`src/rtl/pwmc_pkg.sv`:
```
// ----------------------------------------------------------------------------
// PWM capture package
// Payload types, divider control type and fixed constants of the capture core.
// ----------------------------------------------------------------------------
`timescale 1ns / 1ps

package pwmc_pkg;

  localparam int RATE_W    = 24;
  localparam int OUT_CNT_W = 32;
  localparam int DUTY_W    = 7;
  localparam int STEP_W    = 5;

  localparam logic [RATE_W-1:0] RATE_RESET   = 24'd250000;
  localparam logic [DUTY_W-1:0] PERCENT      = 7'd100;
  localparam logic [STEP_W-1:0] FREQ_STEPS   = 5'd24;
  localparam logic [STEP_W-1:0] DUTY_STEPS   = 5'd7;

  typedef struct packed {
    logic level;
    logic read_request;
  } pwmc_in_t;

  typedef struct packed {
    logic [RATE_W-1:0]    frequency_hz;
    logic [DUTY_W-1:0]    duty_percent;
    logic [OUT_CNT_W-1:0] period_ticks;
    logic [OUT_CNT_W-1:0] high_ticks;
  } pwmc_out_t;

  typedef struct packed {
    logic              start;
    logic [STEP_W-1:0] steps;
  } pwmc_div_ctl_t;

endpackage

```
`src/rtl/pwmc_capture.sv`:
```
// ----------------------------------------------------------------------------
// PWM capture phase machine
// Tick counter, edge detect and the four-phase capture of high time and period.
// ----------------------------------------------------------------------------
`timescale 1ns / 1ps

module pwmc_capture
  import pwmc_pkg::*;
#(
  parameter int COUNT_WIDTH = 32
) (
  input  logic                   clk_i,
  input  logic                   rst_ni,
  input  logic                   accept_i,
  input  pwmc_in_t               item_i,
  output logic                   rd_hit_o,
  output logic [COUNT_WIDTH-1:0] cap_high_o,
  output logic [COUNT_WIDTH-1:0] cap_period_o
);

  localparam logic [1:0] PH_WAIT_RISE = 2'd0;
  localparam logic [1:0] PH_WAIT_FALL = 2'd1;
  localparam logic [1:0] PH_WAIT_NEXT = 2'd2;
  localparam logic [1:0] PH_HOLD      = 2'd3;

  logic [1:0]             phase_q, phase_d, phase_edge;
  logic [COUNT_WIDTH-1:0] cnt_q, cnt_d, cnt_inc;
  logic [COUNT_WIDTH-1:0] high_q, high_d;
  logic [COUNT_WIDTH-1:0] period_q, period_d;
  logic                   prev_q;
  logic                   rising, falling, hit;

  assign rising  = item_i.level & ~prev_q;
  assign falling = ~item_i.level & prev_q;
  assign cnt_inc = (&cnt_q) ? cnt_q : cnt_q + 1'b1;

  always_comb begin
    phase_edge = phase_q;
    cnt_d      = cnt_inc;
    high_d     = high_q;
    period_d   = period_q;
    priority if (phase_q == PH_WAIT_RISE && rising) begin
      cnt_d      = '0;
      phase_edge = PH_WAIT_FALL;
    end else if (phase_q == PH_WAIT_FALL && falling) begin
      high_d     = cnt_inc;
      phase_edge = PH_WAIT_NEXT;
    end else if (phase_q == PH_WAIT_NEXT && rising) begin
      period_d   = cnt_inc;
      phase_edge = PH_HOLD;
    end else begin
      phase_edge = phase_q;
    end
    // a read in the held phase rearms the machine
    hit     = item_i.read_request && (phase_edge == PH_HOLD);
    phase_d = hit ? PH_WAIT_RISE : phase_edge;
  end

  assign rd_hit_o     = accept_i & hit;
  assign cap_high_o   = high_q;
  assign cap_period_o = period_q;

  always_ff @(posedge clk_i or negedge rst_ni) begin
    if (!rst_ni) begin
      phase_q  <= PH_WAIT_RISE;
      cnt_q    <= '0;
      high_q   <= '0;
      period_q <= '0;
      prev_q   <= 1'b0;
    end else if (accept_i) begin
      phase_q  <= phase_d;
      cnt_q    <= cnt_d;
      high_q   <= high_d;
      period_q <= period_d;
      prev_q   <= item_i.level;
    end
  end

endmodule

```
`src/rtl/pwmc_serdiv.sv`:
```
// ----------------------------------------------------------------------------
// PWM capture serial divider
// Restoring divider: one quotient bit per cycle, dividend bits shifted in MSB first.
// ----------------------------------------------------------------------------
`timescale 1ns / 1ps

module pwmc_serdiv
  import pwmc_pkg::*;
#(
  parameter int COUNT_WIDTH = 32
) (
  input  logic                   clk_i,
  input  logic                   rst_ni,
  input  pwmc_div_ctl_t          ctl_i,
  input  logic [COUNT_WIDTH-1:0] rem_i,
  input  logic [RATE_W-1:0]      num_i,
  input  logic [COUNT_WIDTH-1:0] den_i,
  output logic [RATE_W-1:0]      quo_o,
  output logic                   done_o
);

  logic [STEP_W-1:0]      cnt_q;
  logic                   done_q;
  logic [COUNT_WIDTH-1:0] rem_q, den_q;
  logic [RATE_W-1:0]      num_q, quo_q;
  logic [COUNT_WIDTH:0]   trial, diff;
  logic                   ge;

  assign trial = {rem_q, num_q[RATE_W-1]};
  assign ge    = trial >= {1'b0, den_q};
  assign diff  = trial - {1'b0, den_q};

  always_ff @(posedge clk_i or negedge rst_ni) begin
    if (!rst_ni) begin
      cnt_q  <= '0;
      done_q <= 1'b0;
    end else if (ctl_i.start) begin
      cnt_q  <= ctl_i.steps;
      done_q <= 1'b0;
    end else begin
      done_q <= (cnt_q == STEP_W'(1));
      if (cnt_q != '0) begin
        cnt_q <= cnt_q - 1'b1;
      end
    end
  end

  always_ff @(posedge clk_i) begin
    if (ctl_i.start) begin
      rem_q <= rem_i;
      num_q <= num_i;
      den_q <= den_i;
      quo_q <= '0;
    end else if (cnt_q != '0) begin
      rem_q <= ge ? diff[COUNT_WIDTH-1:0] : trial[COUNT_WIDTH-1:0];
      num_q <= {num_q[RATE_W-2:0], 1'b0};
      quo_q <= {quo_q[RATE_W-2:0], ge};
    end
  end

  assign quo_o  = quo_q;
  assign done_o = done_q;

endmodule

```
`src/rtl/pwm_period_duty_capture_core.sv`:
```
// Ticks that do not complete a read leave the core idle; input stays ready while idle.
// A read in the held phase runs from its transfer to the result on the output
// register through load, 24 steps of the serial divider for frequency, 7 for duty,
// and hand-over. Input is not ready until then, also while the output is stalled.
// Reset (rst_ni low, asynchronous) clears the phase machine and counters, empties
// the output register and sets the tick rate register rate_q to 250000.
// ----------------------------------------------------------------------------
// PWM period and duty capture core
// Measures high time and period of a sampled signal and reports them with frequency and duty.
// ----------------------------------------------------------------------------
`timescale 1ns / 1ps

module pwm_period_duty_capture_core
  import pwmc_pkg::*;
#(
  parameter int COUNT_WIDTH = 32
) (
  input  logic              clk_i,
  input  logic              rst_ni,
  input  logic              cfg_valid_i,
  output logic              cfg_ready_o,
  input  logic [RATE_W-1:0] cfg_data_i,
  input  logic              in_valid_i,
  output logic              in_ready_o,
  input  pwmc_in_t          in_data_i,
  output logic              out_valid_o,
  input  logic              out_ready_i,
  output pwmc_out_t         out_data_o
);

  localparam int DV_W = COUNT_WIDTH + DUTY_W;

  localparam logic [2:0] ST_IDLE = 3'd0;
  localparam logic [2:0] ST_LOAD = 3'd1;
  localparam logic [2:0] ST_FREQ = 3'd2;
  localparam logic [2:0] ST_DUTY = 3'd3;
  localparam logic [2:0] ST_HOLD = 3'd4;

  logic [2:0]             state_q, state_d;
  logic [RATE_W-1:0]      rate_q;
  logic                   accept, rd_hit, div_done, div_sel, out_load;
  logic [COUNT_WIDTH-1:0] cap_high, cap_period;
  logic [DV_W-1:0]        h_ext, dv_q;
  logic [RATE_W-1:0]      div_quo, freq_q;
  logic [COUNT_WIDTH-1:0] div_rem;
  logic [RATE_W-1:0]      div_num;
  pwmc_div_ctl_t          div_ctl;
  logic [DUTY_W-1:0]      quo_duty, duty;
  logic                   period_zero;
  logic [OUT_CNT_W-1:0]   period_c, high_c;
  logic                   out_valid_q;
  pwmc_out_t              out_q;

  assign accept      = in_valid_i & in_ready_o;
  assign in_ready_o  = (state_q == ST_IDLE);
  assign cfg_ready_o = 1'b1;

  always_ff @(posedge clk_i or negedge rst_ni) begin
    if (!rst_ni) begin
      rate_q <= RATE_RESET;
    end else if (cfg_valid_i) begin
      rate_q <= cfg_data_i;
    end
  end

  pwmc_capture #(
    .COUNT_WIDTH(COUNT_WIDTH)
  ) u_capture (
    .clk_i       (clk_i),
    .rst_ni      (rst_ni),
    .accept_i    (accept),
    .item_i      (in_data_i),
    .rd_hit_o    (rd_hit),
    .cap_high_o  (cap_high),
    .cap_period_o(cap_period)
  );

  // duty dividend: high * 100 = high * 64 + high * 32 + high * 4
  assign h_ext = DV_W'(cap_high);

  assign div_rem = div_sel ? dv_q[DV_W-1:DUTY_W] : '0;
  assign div_num = div_sel ? {dv_q[DUTY_W-1:0], {(RATE_W-DUTY_W){1'b0}}} : rate_q;

  pwmc_serdiv #(
    .COUNT_WIDTH(COUNT_WIDTH)
  ) u_serdiv (
    .clk_i (clk_i),
    .rst_ni(rst_ni),
    .ctl_i (div_ctl),
    .rem_i (div_rem),
    .num_i (div_num),
    .den_i (cap_period),
    .quo_o (div_quo),
    .done_o(div_done)
  );

  always_comb begin
    state_d       = state_q;
    div_ctl       = '0;
    div_sel       = 1'b0;
    out_load      = 1'b0;
    unique case (state_q)
      ST_IDLE: begin
        if (rd_hit) state_d = ST_LOAD;
      end
      ST_LOAD: begin
        div_ctl.start = 1'b1;
        div_ctl.steps = FREQ_STEPS;
        state_d       = ST_FREQ;
      end
      ST_FREQ: begin
        if (div_done) begin
          div_ctl.start = 1'b1;
          div_ctl.steps = DUTY_STEPS;
          div_sel       = 1'b1;
          state_d       = ST_DUTY;
        end
      end
      ST_DUTY: begin
        if (div_done) state_d = ST_HOLD;
      end
      ST_HOLD: begin
        // wait for the output register to free up
        if (!out_valid_q || out_ready_i) begin
          out_load = 1'b1;
          state_d  = ST_IDLE;
        end
      end
      default: begin
        state_d = ST_IDLE;
      end
    endcase
  end

  always_ff @(posedge clk_i or negedge rst_ni) begin
    if (!rst_ni) begin
      state_q <= ST_IDLE;
    end else begin
      state_q <= state_d;
    end
  end

  assign period_zero = (cap_period == '0);

  always_ff @(posedge clk_i) begin
    if (state_q == ST_LOAD) begin
      dv_q <= (h_ext << 6) + (h_ext << 5) + (h_ext << 2);
    end
    if (state_q == ST_FREQ && div_done) begin
      freq_q <= period_zero ? '0 : div_quo;
    end
  end

  assign quo_duty = div_quo[DUTY_W-1:0];
  assign duty     = period_zero ? '0 : ((quo_duty > PERCENT) ? PERCENT : quo_duty);

  generate
    if (COUNT_WIDTH > OUT_CNT_W) begin : g_clamp
      assign period_c = (|cap_period[COUNT_WIDTH-1:OUT_CNT_W]) ? '1
                                                                : cap_period[OUT_CNT_W-1:0];
      assign high_c   = (|cap_high[COUNT_WIDTH-1:OUT_CNT_W]) ? '1
                                                              : cap_high[OUT_CNT_W-1:0];
    end else begin : g_extend
      assign period_c = OUT_CNT_W'(cap_period);
      assign high_c   = OUT_CNT_W'(cap_high);
    end
  endgenerate

  always_ff @(posedge clk_i or negedge rst_ni) begin
    if (!rst_ni) begin
      out_valid_q <= 1'b0;
    end else if (out_load) begin
      out_valid_q <= 1'b1;
    end else if (out_ready_i) begin
      out_valid_q <= 1'b0;
    end
  end

  always_ff @(posedge clk_i) begin
    if (out_load) begin
      out_q.frequency_hz <= freq_q;
      out_q.duty_percent <= duty;
      out_q.period_ticks <= period_c;
      out_q.high_ticks   <= high_c;
    end
  end

  assign out_valid_o = out_valid_q;
  assign out_data_o  = out_q;

endmodule

```
`config.mk`:
```
export PLATFORM = sky130hd
export DESIGN_NAME = pwm_period_duty_capture_core
export DESIGN_NICKNAME = d
export VERILOG_FILES = /design/src/rtl/pwmc_pkg.sv /design/src/rtl/pwmc_capture.sv /design/src/rtl/pwmc_serdiv.sv /design/src/rtl/pwm_period_duty_capture_core.sv
export SDC_FILE = /design/constraint.sdc
export NUM_CORES = 1
export LEC_CHECK = 0
export BUFFER_PORTS_ARGS = -buffer_cell sky130_fd_sc_hd__buf_2
export CAP_MARGIN = 10
export CORE_ASPECT_RATIO = 0.9
export CORE_UTILIZATION = 35
export CTS_BUF_LIST = sky130_fd_sc_hd__clkbuf_8
export CTS_CLUSTER_DIAMETER = 50
export DETAILED_ROUTE_END_ITERATION = 8
export GPL_TIMING_DRIVEN = 0
export PLACE_DENSITY_LB_ADDON = 0.12
export SKIP_LAST_GASP = 1
export SLEW_MARGIN = 5
export SYNTH_ARGS = -nofsm -noshare
export SYNTH_HDL_FRONTEND = slang
export SYNTH_SLANG_ARGS = --single-unit
```
`constraint.sdc`:
```
create_clock -name clk_i -period 10.3 [get_ports clk_i]
set_input_delay 0 -clock clk_i [delete_from_list [all_inputs] [get_ports clk_i]]
set_output_delay 0 -clock clk_i [all_outputs]
set_load 0.05 [all_outputs]
```
# Yosys cells after proc, flatten, opt, wreduce, memory -nomap -nowiden
# Cells that the tools add are included.
[classes]
n_addsub = 5
magnitude_cmp = 2
n_eq_ne = 12
mux = 30
n_bitwise = 8
n_reduce_logical = 18
[op_table]
columns = ["cell", "n"]
rows = [
  ["32-bit 2-to-1 mux", 6],
  ["24-bit 2-to-1 mux", 3],
  ["38-bit by 37-bit adder with 39-bit output", 1],
  ["39-bit by 34-bit adder with 39-bit output", 1],
  ["33-bit by 32-bit greater-or-equal comparator with 1-bit output", 1],
  ["32-bit by 1-bit adder with 32-bit output (second input constant)", 1],
  ["32-bit logical NOT", 1],
  ["32-bit AND reduction", 1],
  ["32-bit subtractor", 1],
  ["3-bit one-hot mux with 5 select lines", 1],
  ["3-bit 2-to-1 mux", 4],
  ["6-bit one-hot mux with 2 select lines", 1],
  ["5-bit 2-to-1 mux", 2],
  ["2-bit 2-to-1 mux", 4],
  ["4-bit AND reduction", 2],
  ["7-bit > comparator (second input constant)", 1],
  ["1-bit 2-to-1 mux", 7],
  ["7-bit 2-to-1 mux", 1],
  ["3-bit by 2-bit == test with 1-bit output (second input constant)", 2],
  ["6-bit 2-to-1 mux", 1],
  ["2-bit by 1-bit inequality test with 1-bit output (second input constant)", 3],
  ["5-bit by 1-bit == test with 1-bit output (second input constant)", 1],
  ["1-bit logical AND", 5],
  ["5-bit nonzero test", 1],
  ["other kinds (15)", 23],
]
[word_totals]
ff_bits = 403
output_inout_bits = 98
elab_cells = 96

# Logic depth before layout (Yosys ltp)
[logic_depth]
depth_word = 11
mapped_depth = 13

# Cells and area by module
# From an unflattened synthesis, not the netlist that was laid out.
[hier_totals]
cells_unflattened = 1758
hier_area_um2 = 20412.1
[by_module_without_submodules]
columns = ["module", "instances", "cells_each", "area_each_um2", "seq_area_each_um2"]
rows = [
  ["pwm_period_duty_capture_core", 1, 609, 8755.9, 5393.9],
  ["pwmc_serdiv", 1, 613, 6616.3, 3273.1],
  ["pwmc_capture", 1, 536, 5039.8, 2477.4],
]

# Least setup slack after synthesis
# OpenSTA, ideal clock, no wires.
[synth_path]
path_type = "flip-flop to flip-flop"
startpoint = "reg u_capture.high_q[0], in the netlist u_capture.cap_high_o[0]"
endpoint = "reg dv_q[38], data pin"
setup_ps = 254
arrival_ps = 3253
slack_ps = 6794
path_stages_with_launch = 13
path_buffers = 0
synth_period_minus_slack_ps = 3506
path_cell_list = "dfrtp_1 -> fa_1 -> ha_1 -> fa_1 -> a21o_1 -> a221o_1 -> a41oi_2 -> o21ai_2 -> a31oi_4 -> o31ai_2 -> a211o_1 -> a21o_1 -> a21o_1"
[synth_between]
elab_chain_cells = 2
[synth_rtl]
columns = ["item", "line_no", "rtl"]
rows = [
  ["from (decl)", "pwmc_capture.sv:28", "logic [COUNT_WIDTH-1:0] high_q, high_d;"],
  ["from (signal assigned)", "pwmc_capture.sv:73", "high_q <= high_d;"],
  ["38-bit by 37-bit adder with 39-bit output", "pwm_period_duty_capture_core.sv:147", "dv_q <= (h_ext << 6) + (h_ext << 5) + (h_ext << 2);"],
  ["39-bit by 34-bit adder with 39-bit output (*)", "pwm_period_duty_capture_core.sv:147", ""],
  ["to (signal assigned)", "pwm_period_duty_capture_core.sv:147", ""],
  ["to (decl)", "pwm_period_duty_capture_core.sv:43", "logic [DV_W-1:0] h_ext, dv_q;"],
]
# Every way passes the cells marked *; elsewhere a longest branch is shown, timed or not.
# A chain may end at the register's enable or synchronous reset.

# Final worst setup path
[layout_path]
startpoint = "reg u_capture.high_q[1], in the netlist u_capture.cap_high_o[1]"
endpoint = "reg dv_q[38], data pin"
# The elaborated chain is that of the path after synthesis.

==> flow_summary.toml <==
[status]
outcome = "complete, no violations"

[logic_synthesis]
async_reset_ff_share_pct = 33.2
synthesis.nets = 1740
syn_inst = 1606
ys_warn_count = 0
synth_flop_cell = "edfxtp_1"
avgSynthCellArea_um2 = 11.9
synthDistinctLibCells = 72
yosysSeqAreaShare_pct = 58.5
synth_edf_count = 244
syn_area_um2 = 19000
ys_ff_latch = 401

[detailed_routing]
drt-wirelength-per-cell_um = 18.9
drc = 0
drtAntennaViolNets = 0
vias = 13200
totalWireLength_um = 49200
initialDrtViolationCount = 900
drt-vias-per-instance = 5.07
first_pass_iters = 5

[die]
dieArea_um2 = 55300
num_rows = 80
die_x_um = 248
initial_core_util_pct = 35.7
design.core.area_um2 = 53400
die_h_um = 223
io_pins = 129

[power]
p_leak_nw = 9.56
p_per_area_nw_per_um2 = 254
ir_drop_v = 0.0000970

[sta]
rsz0062_at_grt = "false"
min_period_over_period_pct = 38.9
hold_violations = 0
finalCriticalPeriod_ps = 4010
slew_headroom_pct = 38.1
setup_tns_ps = 0
hold-worst-slack_ps = 121
setup_viol = 0
skew_ps = 35.7
worstMarginPinSlew_ps = 923
fmax_mhz = 250
slew_violations = 0

[clocking]
cts.clk_slew.worst_paths_ps = 60
clk_latency_ps = 650
cts_setup_buffers = 0
cts-root-buf = "clkbuf_8"
clk_path_buf_depth = 3
cts_buffers = 71
clock-sinks = 401
cts.htree.levels = 3
cts_tree = "yes"

[placement]
routabilityCongestion = 0.876
hpwl_um = 35400
dp_cells = 2433
port-buffer-count = 126

[critical_path]
end_kind = "register"
critPathMaxFanout = 5
worstPathArrival_ps = 4410
crit_required_ps = 10700
path_class = "reg2reg"
start_kind = "register"

[run]
cap_violations = 0

[cells_and_area]
multi_input_area_um2 = 7380
layout-drive-gt1-share_pct = 16.4
area_growth_pct = 18.5
stdcell_count = 2603
regArea_um2 = 11100
nets = 1981
fillCellCount = 5103

[global_route]
track_usage_pct = 18.3
gr-total-overflow = 0
grt_pass1_wl_um = 77300
grt_max_degree = 84
antenna_found_initial = 0
grt_pass1_vias = 13200

[worst_hold_path]
hold_class = "in2reg"
## path summary, 6_finish.rpt
check	startpoint	end	slack (ps)	cells past startpoint
worst max-delay path	u_capture.cap_high_o[1]$_DFFE_PN0P_	dv_q[38]$_DFFE_PP_	6290	12
worst min-delay path	cfg_data_i[7]	rate_q[7]$_DFFE_PN1P_	120	3
worst max register to register	u_capture.cap_high_o[1]$_DFFE_PN0P_	dv_q[38]$_DFFE_PP_	6290	12
worst min register to register	freq_q[0]$_SDFFCE_PP0P_	out_data_o[71]$_DFFE_PP_	410	0
max in group asynchronous	rst_ni	u_capture.cap_high_o[14]$_DFFE_PN0P_	9360	4
min in group asynchronous	rst_ni	rate_q[16]$_DFFE_PN1P_	460	3
## power breakdown
group          internal (W)  leakage, nW  switching, W
combinational      0.000747         4.35       0.00115
clock              0.000868        0.863      0.000663
sequential          0.00211         4.35      0.000187
## per-stage QoR
stage | utilization [%] | setup WS [ps] | instance area [µm²] | power, W
2_1_floorplan | - | 6790 | 19000 | 0.00365
3_3_place_gp | 38.5 | 5320 | 20500 | 0.00418
3_5_place_dp | 38.7 | 6270 | 20700 | 0.00420
4_1_cts | 42.3 | 6260 | 22500 | 0.00579
5_1_grt | 42.3 | 6100 | 22500 | 0.00612
6_report | 42.3 | 6290 | 22600 | 0.00573
## layer usage
| metal | vias to the layer above | routed length (µm) | track usage [%] |
|---|---|---|---|
| met5 | - | 0 | 0 |
| met4 | 0 | 1220 | 6.02 |
| met3 | 88 | 2100 | 3.38 |
| met2 | 289 | 22500 | 28.4 |
| met1 | 6449 | 23400 | 25.8 |
| li1 | 6380 | - | - |
## worst max-delay path: stages, from the launching register on
cell,delay [ps]
dfrtp_1,590
fa_1,490
ha_1,250
fa_1,420
a21o_1,220
a221o_1,380
a41oi_2,220
o21ai_2,120
a31oi_4,270
o31ai_2,140
a211o_1,280
a21o_1,200
a21o_1,190
## Yosys cell counts (all sizes together), types with 7 or more instances
cell type  number  area share [%]
a211oi          9            0.41
a21o           28             1.1
a21oi         118             3.1
a22o           44             2.0
a31oi          15            0.65
a32oi           7            0.32
and2           10            0.33
and3           19            0.62
buf            18            0.52
clkbuf         50            0.99
dfrtp         126              17
dfstp           7            0.97
dfxtp          24             2.5
edfxtp        244              38
fa             30             3.2
ha             73             4.8
inv            60             1.2
mux2           28             1.7
nand2         156             3.1
nand2b          8            0.26
nand3          30            0.79
nand4          13            0.43
nor2          104             2.1
nor2b          32             1.1
nor3           14            0.37
nor4           13            0.43
o21a           10            0.39
o21ai         142             3.8
o31ai          14            0.65
xnor2          55             2.5
xor2           36             1.7
## layout make-up
class                           instances  area share, %
Timing Repair Buffer                  168           5.01
Buffer                                 68           1.29
Inverter                               60           1.01
Sequential cell                       401           49.4
Multi-Input combinational cell       1077           32.7
Tap cell                              697           3.87
Clock buffer                           87           5.31
Antenna cell                            1         0.0111
Clock inverter                         44           1.34
## repair_timing
action / 4_1_cts / 5_1_grt
hold endpoints to repair: 166 / 0
gates resized for setup: 0 / 0
endpoints found under the setup margin: 0 / 0
hold buffers: 38 / 0
## flip-flops by register name, indices dropped and copies added, names as in the netlist, 32 cells and up
signal,count
out_data_o,95
u_serdiv.den_q,32
u_capture.cap_period_o,32
u_serdiv.rem_q,32
u_capture.cnt_q,32
dv_q,37
u_capture.cap_high_o,32
## cell usage in the layout (no fill, tap or decap), types with 12 or more instances in the layout
| cell | count |
|---|---|
| inv_1 | 84 |
| a21oi_1 | 118 |
| dfrtp_1 | 126 |
| nand2_1 | 155 |
| clkbuf_8 | 87 |
| nand3_1 | 30 |
| o21ai_0 | 131 |
| a22o_1 | 44 |
| edfxtp_1 | 244 |
| dfxtp_1 | 24 |
| xnor2_1 | 55 |
| nor4_1 | 13 |
| buf_2 | 139 |
| nand4_1 | 13 |
| nor2b_1 | 32 |
| dlygate4sd3_1 | 37 |
| ha_1 | 73 |
| mux2_2 | 28 |
| and3_1 | 18 |
| nor3_1 | 14 |
| xor2_1 | 36 |
| a21o_1 | 28 |
| clkbuf_1 | 48 |
| nor2_1 | 102 |
| a31oi_1 | 13 |
| fa_1 | 30 |
| o31ai_1 | 12 |
## logic make-up after synthesis
| kind of cell | after synthesis | synth area share [%] |
|---|---|---|
| AOI/OAI and AO/OA | 434 | 14.7 |
| DFF | 401 | 58.5 |
| xor gates and xnor gates | 91 | 4.19 |
| and+or+nand+nor | 417 | 10.1 |
| adders and majority gates | 103 | 7.95 |
| buffers and inverters | 128 | 2.69 |
| muxes | 31 | 1.81 |
| other | 1 | 0.0197 |
Note: power is estimated with default switching activity, not from simulation.
